### src/rtl/erf_pkg.sv
package erf_pkg;

  // Record framing constants
  localparam logic [5:0]  MaxPayload  = 6'd43;
  localparam logic [15:0] HeaderExtra = 16'd17;
  localparam logic [15:0] CrcPoly     = 16'hA001;
  localparam logic [7:0]  MagicD      = 8'h44;
  localparam logic [7:0]  Magic0      = 8'h30;
  localparam logic [7:0]  StatusByte  = 8'h00;

  // Input action codes
  localparam logic ActHeader  = 1'b0;
  localparam logic ActPayload = 1'b1;

  // Register index of start_event_id
  localparam logic RegStartEventId = 1'b0;

  // Byte positions within the back-end sequence
  localparam logic [4:0] HdrLast  = 5'd14;
  localparam logic [4:0] HdrCrcLo = 5'd15;
  localparam logic [4:0] HdrCrcHi = 5'd16;
  localparam logic [4:0] PayData  = 5'd0;
  localparam logic [4:0] PayCrcLo = 5'd1;
  localparam logic [4:0] PayCrcHi = 5'd2;

  typedef enum logic [1:0] {
    CMD_HDR,
    CMD_PAY,
    CMD_OVR
  } cmd_kind_e;

  // One classified item, passed from front to back
  typedef struct packed {
    cmd_kind_e   kind;
    logic        fin;
    logic [5:0]  len;
    logic [7:0]  data;
    logic [31:0] ts;
    logic [31:0] eid;
    logic [15:0] etype;
  } cmd_t;

  // One result item
  typedef struct packed {
    logic [7:0] out_byte;
    logic       run_last;
    logic       record_end;
    logic       overrun;
  } res_t;

  // Front status, observed by the top level
  typedef struct packed {
    logic        in_record;
    logic [31:0] event_counter;
  } front_stat_t;

  // One byte of CRC-16/ARC, reflected
  function automatic logic [15:0] crc16_byte(input logic [15:0] crc, input logic [7:0] b);
    logic [15:0] c;
    c = crc ^ {8'h00, b};
    for (int i = 0; i < 8; i++) begin
      c = c[0] ? ((c >> 1) ^ CrcPoly) : (c >> 1);
    end
    return c;
  endfunction

endpackage

### src/rtl/event_record_framer_crc16.sv
// Channel  | Handshake                        | Payload
// ---------+----------------------------------+------------------------------------------
// input    | push / full                      | action, rec_type, timestamp,
//          |                                  | save_record, payload_length, payload_byte
// result   | empty / pop                      | out_byte, run_last, record_end, overrun
// config   | psel, penable, pwrite, pready    | paddr (index in bit 2), pwdata, prdata
//
// One item enters per cycle while the command queue (CMD_DEPTH entries) has room.
// The back end emits one result byte per cycle unless stalled: a payload item gives
// 1 byte (3 if it closes the record), a header 15 bytes (17 with no payload).
// Reset clears the record state, event counter and both queues; no clearing pass.
// A full result queue stalls the back end; a full command queue raises full.
module event_record_framer_crc16 #(
  parameter int CMD_DEPTH = 4
) (
  input  logic        clk_i,
  input  logic        rst_ni,
  input  logic        push,
  output logic        full,
  input  logic        action_i,
  input  logic [15:0] rec_type_i,
  input  logic [31:0] timestamp_i,
  input  logic        save_record_i,
  input  logic [5:0]  payload_length_i,
  input  logic [7:0]  payload_byte_i,
  output logic        empty,
  input  logic        pop,
  output logic [7:0]  out_byte_o,
  output logic        run_last_o,
  output logic        record_end_o,
  output logic        overrun_o,
  input  logic        psel,
  input  logic        penable,
  input  logic        pwrite,
  input  logic [2:0]  paddr,
  input  logic [31:0] pwdata,
  output logic [31:0] prdata,
  output logic        pready
);

  import erf_pkg::*;

  localparam int ResDepth = 2;

  logic        accept;
  logic        cfg_we;
  logic [31:0] start_id_q;
  cmd_t        front_cmd, back_cmd;
  front_stat_t front_stat;
  logic        cq_empty, cq_pop;
  logic        of_full;
  logic        res_valid;
  res_t        back_res, out_res;

  assign accept = push && !full;
  assign pready = 1'b1;
  assign cfg_we = psel && penable && pwrite && pready && (paddr[2] == RegStartEventId);

  // Hold the last written start id for readback
  always_ff @(posedge clk_i or negedge rst_ni) begin
    if (!rst_ni) begin
      start_id_q <= 32'd0;
    end else if (cfg_we) begin
      start_id_q <= pwdata;
    end
  end

  assign prdata = (paddr[2] == RegStartEventId) ? start_id_q : 32'd0;

  erf_front u_front (
    .clk_i            (clk_i),
    .rst_ni           (rst_ni),
    .accept_i         (accept),
    .action_i         (action_i),
    .rec_type_i       (rec_type_i),
    .timestamp_i      (timestamp_i),
    .save_record_i    (save_record_i),
    .payload_length_i (payload_length_i),
    .payload_byte_i   (payload_byte_i),
    .cfg_we_i         (cfg_we),
    .cfg_wdata_i      (pwdata),
    .cmd_o            (front_cmd),
    .stat_o           (front_stat)
  );

  erf_fifo #(
    .WIDTH ($bits(cmd_t)),
    .DEPTH (CMD_DEPTH)
  ) u_cmd_queue (
    .clk_i   (clk_i),
    .rst_ni  (rst_ni),
    .push_i  (accept),
    .wdata_i (front_cmd),
    .pop_i   (cq_pop),
    .rdata_o (back_cmd),
    .full_o  (full),
    .empty_o (cq_empty)
  );

  erf_back u_back (
    .clk_i       (clk_i),
    .rst_ni      (rst_ni),
    .cmd_valid_i (!cq_empty),
    .cmd_i       (back_cmd),
    .out_ready_i (!of_full),
    .cmd_pop_o   (cq_pop),
    .res_valid_o (res_valid),
    .res_o       (back_res)
  );

  erf_fifo #(
    .WIDTH ($bits(res_t)),
    .DEPTH (ResDepth)
  ) u_res_queue (
    .clk_i   (clk_i),
    .rst_ni  (rst_ni),
    .push_i  (res_valid),
    .wdata_i (back_res),
    .pop_i   (pop),
    .rdata_o (out_res),
    .full_o  (of_full),
    .empty_o (empty)
  );

  assign out_byte_o   = out_res.out_byte;
  assign run_last_o   = out_res.run_last;
  assign record_end_o = out_res.record_end;
  assign overrun_o    = out_res.overrun;

`ifndef SYNTH
  // A record always closes the run of its item
  assert property (@(posedge clk_i) disable iff (!rst_ni)
    (!empty && record_end_o) |-> run_last_o)
    else $error("record end without run end");

  // A dropped byte gives a single flagged result outside any record end
  assert property (@(posedge clk_i) disable iff (!rst_ni)
    (!empty && overrun_o) |-> (run_last_o && !record_end_o && out_byte_o == 8'h00))
    else $error("malformed overrun result");

  // A start id write loads the event counter
  assert property (@(posedge clk_i) disable iff (!rst_ni)
    cfg_we |=> (front_stat.event_counter == $past(pwdata)))
    else $error("event counter not loaded");

  // A finished header with no payload leaves the record closed
  assert property (@(posedge clk_i) disable iff (!rst_ni)
    (accept && action_i == ActHeader && payload_length_i == 6'd0) |=> !front_stat.in_record)
    else $error("empty record left open");
`endif

endmodule

### src/rtl/erf_fifo.sv
module erf_fifo #(
  parameter int WIDTH = 8,
  parameter int DEPTH = 2
) (
  input  logic             clk_i,
  input  logic             rst_ni,
  input  logic             push_i,
  input  logic [WIDTH-1:0] wdata_i,
  input  logic             pop_i,
  output logic [WIDTH-1:0] rdata_o,
  output logic             full_o,
  output logic             empty_o
);

  localparam int PtrW = (DEPTH > 1) ? $clog2(DEPTH) : 1;
  localparam int CntW = $clog2(DEPTH + 1);

  logic [WIDTH-1:0] mem_q [DEPTH];
  logic [PtrW-1:0]  wptr_q, wptr_d, rptr_q, rptr_d;
  logic [CntW-1:0]  cnt_q, cnt_d;
  logic             do_push, do_pop;

  assign full_o  = (cnt_q == CntW'(DEPTH));
  assign empty_o = (cnt_q == '0);
  assign do_push = push_i && !full_o;
  assign do_pop  = pop_i && !empty_o;
  assign rdata_o = mem_q[rptr_q];

  // Advance pointers and occupancy
  always_comb begin
    wptr_d = wptr_q;
    rptr_d = rptr_q;
    cnt_d  = cnt_q;
    if (do_push) begin
      wptr_d = (wptr_q == PtrW'(DEPTH - 1)) ? '0 : wptr_q + 1'b1;
    end
    if (do_pop) begin
      rptr_d = (rptr_q == PtrW'(DEPTH - 1)) ? '0 : rptr_q + 1'b1;
    end
    if (do_push && !do_pop) begin
      cnt_d = cnt_q + 1'b1;
    end else if (do_pop && !do_push) begin
      cnt_d = cnt_q - 1'b1;
    end
  end

  always_ff @(posedge clk_i or negedge rst_ni) begin
    if (!rst_ni) begin
      wptr_q <= '0;
      rptr_q <= '0;
      cnt_q  <= '0;
    end else begin
      wptr_q <= wptr_d;
      rptr_q <= rptr_d;
      cnt_q  <= cnt_d;
    end
  end

  // Store the item
  always_ff @(posedge clk_i) begin
    if (do_push) begin
      mem_q[wptr_q] <= wdata_i;
    end
  end

endmodule

### src/rtl/erf_front.sv
module erf_front (
  input  logic                 clk_i,
  input  logic                 rst_ni,
  input  logic                 accept_i,
  input  logic                 action_i,
  input  logic [15:0]          rec_type_i,
  input  logic [31:0]          timestamp_i,
  input  logic                 save_record_i,
  input  logic [5:0]           payload_length_i,
  input  logic [7:0]           payload_byte_i,
  input  logic                 cfg_we_i,
  input  logic [31:0]          cfg_wdata_i,
  output erf_pkg::cmd_t        cmd_o,
  output erf_pkg::front_stat_t stat_o
);

  import erf_pkg::*;

  logic        in_rec_q, in_rec_d;
  logic        saved_q, saved_d;
  logic [5:0]  rem_q, rem_d;
  logic [31:0] cnt_q, cnt_d;
  logic [5:0]  plen_sat;

  assign plen_sat = (payload_length_i > MaxPayload) ? MaxPayload : payload_length_i;

  // Classify the item and track the record
  always_comb begin
    in_rec_d = in_rec_q;
    saved_d  = saved_q;
    rem_d    = rem_q;
    cnt_d    = cnt_q;
    cmd_o       = '0;
    cmd_o.kind  = CMD_OVR;
    cmd_o.ts    = timestamp_i;
    cmd_o.etype = rec_type_i;
    if (action_i == ActHeader) begin
      cmd_o.kind = CMD_HDR;
      cmd_o.len  = plen_sat;
      cmd_o.eid  = save_record_i ? cnt_q : 32'd0;
      cmd_o.fin  = (plen_sat == 6'd0);
      if (accept_i) begin
        if (cmd_o.fin) begin
          cnt_d    = cnt_q + {31'd0, save_record_i};
          in_rec_d = 1'b0;
          saved_d  = 1'b0;
          rem_d    = 6'd0;
        end else begin
          in_rec_d = 1'b1;
          saved_d  = save_record_i;
          rem_d    = plen_sat;
        end
      end
    end else if (!in_rec_q || rem_q == 6'd0) begin
      // Drop a byte that no record expects
      cmd_o.kind = CMD_OVR;
    end else begin
      cmd_o.kind = CMD_PAY;
      cmd_o.data = payload_byte_i;
      cmd_o.fin  = (rem_q == 6'd1);
      if (accept_i) begin
        rem_d = rem_q - 6'd1;
        if (cmd_o.fin) begin
          cnt_d    = cnt_q + {31'd0, saved_q};
          in_rec_d = 1'b0;
          saved_d  = 1'b0;
        end
      end
    end
    if (cfg_we_i) begin
      cnt_d = cfg_wdata_i;
    end
  end

  always_ff @(posedge clk_i or negedge rst_ni) begin
    if (!rst_ni) begin
      in_rec_q <= 1'b0;
      saved_q  <= 1'b0;
      rem_q    <= 6'd0;
      cnt_q    <= 32'd0;
    end else begin
      in_rec_q <= in_rec_d;
      saved_q  <= saved_d;
      rem_q    <= rem_d;
      cnt_q    <= cnt_d;
    end
  end

  assign stat_o.in_record     = in_rec_q;
  assign stat_o.event_counter = cnt_q;

endmodule

### src/rtl/erf_back.sv
module erf_back (
  input  logic          clk_i,
  input  logic          rst_ni,
  input  logic          cmd_valid_i,
  input  erf_pkg::cmd_t cmd_i,
  input  logic          out_ready_i,
  output logic          cmd_pop_o,
  output logic          res_valid_o,
  output erf_pkg::res_t res_o
);

  import erf_pkg::*;

  logic [4:0]  idx_q;
  logic [15:0] crc_q;
  logic [4:0]  last_idx;
  logic [7:0]  cur_byte;
  logic        rec_byte;
  logic        is_last;
  logic        emit;
  logic [15:0] len16;
  logic [15:0] crc_base;

  assign len16 = {10'd0, cmd_i.len} + HeaderExtra;

  // Pick the byte for the current step
  always_comb begin
    last_idx = '0;
    cur_byte = 8'h00;
    rec_byte = 1'b0;
    case (cmd_i.kind)
      CMD_HDR: begin
        last_idx = cmd_i.fin ? HdrCrcHi : HdrLast;
        rec_byte = (idx_q <= HdrLast);
        case (idx_q)
          5'd0:    cur_byte = MagicD;
          5'd1:    cur_byte = Magic0;
          5'd2:    cur_byte = len16[7:0];
          5'd3:    cur_byte = len16[15:8];
          5'd4:    cur_byte = cmd_i.ts[7:0];
          5'd5:    cur_byte = cmd_i.ts[15:8];
          5'd6:    cur_byte = cmd_i.ts[23:16];
          5'd7:    cur_byte = cmd_i.ts[31:24];
          5'd8:    cur_byte = StatusByte;
          5'd9:    cur_byte = cmd_i.eid[7:0];
          5'd10:   cur_byte = cmd_i.eid[15:8];
          5'd11:   cur_byte = cmd_i.eid[23:16];
          5'd12:   cur_byte = cmd_i.eid[31:24];
          5'd13:   cur_byte = cmd_i.etype[7:0];
          5'd14:   cur_byte = cmd_i.etype[15:8];
          HdrCrcLo: cur_byte = crc_q[7:0];
          HdrCrcHi: cur_byte = crc_q[15:8];
          default: cur_byte = 8'h00;
        endcase
      end
      CMD_PAY: begin
        last_idx = cmd_i.fin ? PayCrcHi : PayData;
        rec_byte = (idx_q == PayData);
        case (idx_q)
          PayData:  cur_byte = cmd_i.data;
          PayCrcLo: cur_byte = crc_q[7:0];
          PayCrcHi: cur_byte = crc_q[15:8];
          default:  cur_byte = 8'h00;
        endcase
      end
      default: begin
        last_idx = '0;
        cur_byte = 8'h00;
      end
    endcase
  end

  // Restart the checksum on the first header byte
  assign crc_base = (cmd_i.kind == CMD_HDR && idx_q == 5'd0) ? 16'h0000 : crc_q;

  assign is_last     = (idx_q == last_idx);
  assign emit        = cmd_valid_i && out_ready_i;
  assign cmd_pop_o   = emit && is_last;
  assign res_valid_o = emit;

  assign res_o.out_byte   = cur_byte;
  assign res_o.run_last   = is_last;
  assign res_o.record_end = is_last && cmd_i.fin && (cmd_i.kind != CMD_OVR);
  assign res_o.overrun    = (cmd_i.kind == CMD_OVR);

  // Advance the step and fold record bytes into the checksum
  always_ff @(posedge clk_i or negedge rst_ni) begin
    if (!rst_ni) begin
      idx_q <= '0;
      crc_q <= '0;
    end else if (emit) begin
      idx_q <= is_last ? 5'd0 : idx_q + 5'd1;
      if (rec_byte) begin
        crc_q <= crc16_byte(crc_base, cur_byte);
      end
    end
  end

endmodule

### config.mk
export PLATFORM = sky130hd
export DESIGN_NAME = event_record_framer_crc16
export DESIGN_NICKNAME = d
export VERILOG_FILES = /design/src/rtl/erf_pkg.sv /design/src/rtl/event_record_framer_crc16.sv /design/src/rtl/erf_fifo.sv /design/src/rtl/erf_front.sv /design/src/rtl/erf_back.sv
export SDC_FILE = /design/constraint.sdc
export NUM_CORES = 1
export LEC_CHECK = 0
export BUFFER_PORTS_ARGS = -buffer_cell sky130_fd_sc_hd__buf_2
export CORE_MARGIN = 4
export CORE_UTILIZATION = 54
export CTS_CLUSTER_DIAMETER = 30
export DETAILED_ROUTE_END_ITERATION = 12
export GPL_ROUTABILITY_DRIVEN = 0
export GPL_TIMING_DRIVEN = 0
export HOLD_SLACK_MARGIN = 0.02
export PLACE_DENSITY = 0.8
export SKIP_CTS_REPAIR_TIMING = 1
export SYNTH_ARGS = -nofsm -noshare
export SYNTH_HDL_FRONTEND = slang
export SYNTH_SLANG_ARGS = --single-unit
### constraint.sdc
create_clock -name clk_i -period 3.5 [get_ports clk_i]
set_input_delay 0.35 -clock clk_i [delete_from_list [all_inputs] [get_ports clk_i]]
set_output_delay 0.35 -clock clk_i [all_outputs]
set_load 0.02 [all_outputs]
==> run_results.csv <==
group,metric,value,unit
outcome,run_status,"finished with violations",
outcome,violations,"setup timing",
synth,muxShareOfSynthArea,11.5,%
global_routing,first_global_vias,13800,
sta,tns,-2.45,ns
clock_network,clock_sinks,514,
global_routing,antenna_found_initial,2,
synth,netlist_instances,1351,
place,io_buffers,148,
power_and_ir_drop,power_leakage,10.7,nW
floorplan,die_height,209,um
sta,timing.final.ws_setup,-0.678,ns
global_routing,grt_first_pass_wirelength,83600,um
synth,synth-simple-area-share,8.82,%
synth,synth_xor_area_share,3.10,%
floorplan,ios,152,
sta,relSlewSlack,34.9,%
sta,fmax,0.239,GHz
synth,syn_area,21800,um2
setup_path,cp.arrival,4.66,ns
clock_network,cts_buffers,94,
sta,period_share,119,%
cells_and_area,drive_gt1_share,30.2,%
power_and_ir_drop,powerDensity,983,nW/um2
detailed_routing,drt_pass1_iterations,6,
floorplan,rows,73,
job,maxCapViolCount,0,
clock_network,clockBufferDepth,3,
global_routing,grt_overflow,0,
setup_path,required,3.98,ns
global_routing,grt_usage,25.1,%
setup_path,crit_type,"flip-flop to flip-flop",
detailed_routing,drt_iter0_drc,1894,
setup_path,crit_family,"compound AO/OA/AOI/OAI gates",
synth,yosys_warnings,0,
sta,grt_setup_unrepaired,"true",
setup_path,crit_slowest_cell,"a222oi_1",
floorplan,die-area,43700,um2
setup_path,critPathCaptureType,"flip-flop",
setup_path,cp_cell_sequence,"clkbuf_4, buf_2, and3_1, ha_2, a222oi_1, nand4_1, a211oi_4, nand3_1, a311oi_2, xnor3_2, xor3_1, mux2_4",
synth,synth_top_family_by_area,"multiplexers",
cells_and_area,num_antenna_cells,0,
synth,synth_edf_count,410,
global_routing,grt_max_degree,65,
synth,ys_seq_area_share,68.4,%
synth,synthFlopType,"edfxtp_1",
sta,worstMarginPinSlew,0.976,ns
detailed_routing,drc_errors,0,
detailed_routing,num_vias,14400,
detailed_routing,wl_per_cell,25.7,um
detailed_routing,wl,59900,um
min_path,hold_class,"primary input to flip-flop",
sta,finalMaxSlewViolations,0,
floorplan,die-width,209,um
synth,ys_ff_latch,514,
sta,final.min_clock_period,4.18,ns
cells_and_area,syn_to_final_growth,29.0,%
clock_network,clock-root-buffer,"clkbuf_16",
power_and_ir_drop,ir_drop,0.591,mV
detailed_routing,detail_route.vias_per_cell,6.16,
setup_path,start_kind,"flip-flop",
place,hpwl,34000,um
synth,synth_compound_area_share,4.82,%
setup_path,crit_fanout,10,
floorplan,core,39800,um2
place,place_ws,-1.17,ns
sta,fin_skew,0.0293,ns
clock_network,htree_levels,3,
synth,async_reset_ff_share,20.2,%
setup_path,crit_buf_inv,2,
synth,syn_area_per_cell,16.1,um2
synth,synthAdderAreaFrac,1.12,%
clock_network,cts_tree,"built",
floorplan,initial_utilization,54.8,%
clock_network,cts.clk_slew.worst_paths,0.05,ns
synth,syn_nets,1476,
setup_path,max_stage_delay,0.55,ns
sta,setup_viol,8,
cells_and_area,nNetsFinal,1848,
sta,hold_viol,0,
clock_network,insertion_delay,0.63,ns
synth,ys_types,71,
detailed_routing,detail-route-antenna-nets,0,
==> cells in the final DEF (no fill, tap or decap), drive strengths merged, types with 4 or more instances in the layout <==
cell         synthesis  routed
a222oi              13      13
nand3               22      22
dfrtp              104     104
nor3b                4       4
nand2b               4       4
inv                 28      46
clkbuf              36     149
nand4               12      12
and2                43      43
buf                 33     228
mux2                21      21
and3                17      17
nand2              148     148
a211oi               5       5
ha                  18      18
nor2                39      39
clkinvlp             0       8
clkinv               2      34
or3                  4       4
a22oi               29      29
nor3                13      13
and4b                4       4
o21ai               53      53
xor2                30      30
dlygate4sd3          0      78
nor4bb               7       7
mux2i                6       6
xnor2               34      34
o22ai                7       7
nor4b                4       4
edfxtp             410     410
bufinv               0      10
a21oi               17      17
nor4                 4       4
mux4                97      97
a21o                 4       4
nor2b               37      37
==> sequential cells by signal, summed over array words and instances (netlist names), 2 cells and up <==
register / count
u_res_queue.cnt_q: 2
u_cmd_queue.mem_q: 388
u_res_queue.mem_q: 22
u_cmd_queue.rptr_q: 2
u_front.cnt_q: 32
u_back.crc_q: 16
u_cmd_queue.wptr_q: 2
u_cmd_queue.cnt_q: 3
u_back.idx_q: 5
u_front.rem_q: 6
start_id_q: 32
==> worst register-to-register path: stages, from the launching register on <==
cell and delay (ns):
dfrtp_2 0.44, clkbuf_4 0.20, buf_2 0.20, and3_1 0.17, ha_2 0.26, a222oi_1 0.55, nand4_1 0.38, a211oi_4 0.44
nand3_1 0.17, a311oi_2 0.39, xnor3_2 0.38, xor3_1 0.21, mux2_4 0.27
==> logic make-up (layout without fill, tap and decap cells) <==
logic type | count (synthesis) | count (layout)
AOI/OAI and AO/OA | 154 | 154
other | 1 | 1
DFF | 514 | 514
and+or+nand+nor | 371 | 371
adders and majority gates | 19 | 19
muxes | 124 | 124
xor gates and xnor gates | 69 | 69
buffers and inverters | 99 | 553
==> where the power goes <==
group,internal (mW),leakage (nW),switching (mW)
Clock,5.85,1.57,3.33
Combinational,4.45,4.03,5.05
Sequential,8.27,5.09,0.713
==> cell usage after synthesis, types with 9 or more instances <==
library cell	number	area share [%]
buf_2	16	0.37
nand4_1	12	0.34
o21ai_0	51	1.2
clkbuf_1	35	0.60
dfrtp_1	104	12
a21oi_1	17	0.39
edfxtp_1	410	56
nor3_1	13	0.30
ha_1	18	1.0
mux4_1	9	1.1
nand2_1	148	2.5
inv_1	28	0.48
nor2b_1	37	1.1
and3_1	17	0.49
and2_1	43	1.2
xor2_1	30	1.2
xnor2_1	34	1.4
mux2_2	20	1.0
nand3_1	22	0.50
a222oi_1	13	0.60
a22oi_1	29	1.0
nor2_1	39	0.67
mux4_2	88	9.1
==> layer usage <==
metal	vias to the layer above	share of wire, %	global-route usage [%]
met5	-	0.047	0
met4	4	3.8	9.45
li1	5996	-	-
met1	7156	36	33.9
met3	181	11	5.40
met2	1019	50	40.8
==> per-stage QoR <==
step,hold slack [ns],cells,area [um2],total power [mW],util [%]
6_report,0.00809,2330,28100,27.7,70.7
5_1_grt,0.0297,2330,28100,28.6,70.7
4_1_cts,-0.231,2209,26600,26.3,66.9
3_5_place_dp,0.413,2031,23400,17.0,58.8
3_3_place_gp,0.453,2024,23200,16.7,58.3
2_1_floorplan,0.0544,1351,21800,14.7,-
==> final cells by class <==
| type | count | area (um2) |
|---|---|---|
| flip-flops and latches | 514 | 14900 |
| well taps | 525 | 657 |
| clock inverters | 68 | 777 |
| clock buffers | 110 | 2450 |
| fillers | 2368 | 11700 |
| multi-input cells | 738 | 6610 |
| plain buffers | 67 | 536 |
| repair buffers | 278 | 2080 |
| inverters | 30 | 113 |
==> final timing paths <==
path	slack, ns	startpoint	cells after the start	to
min reg2reg	0.47	start_id_q[9]	2	start_id_q[9]
min	0.008	pwdata[14]	3	start_id_q[14]
max	-0.68	u_back.idx_q[2]	12	u_back.crc_q[15]
max reg2reg	-0.68	u_back.idx_q[2]	12	u_back.crc_q[15]
min in group asynchronous	0.32	rst_ni	2	u_front.rem_q[4]
max in group asynchronous	2.45	rst_ni	3	u_front.cnt_q[9]
Note: power is estimated with default switching activity, not from simulation.
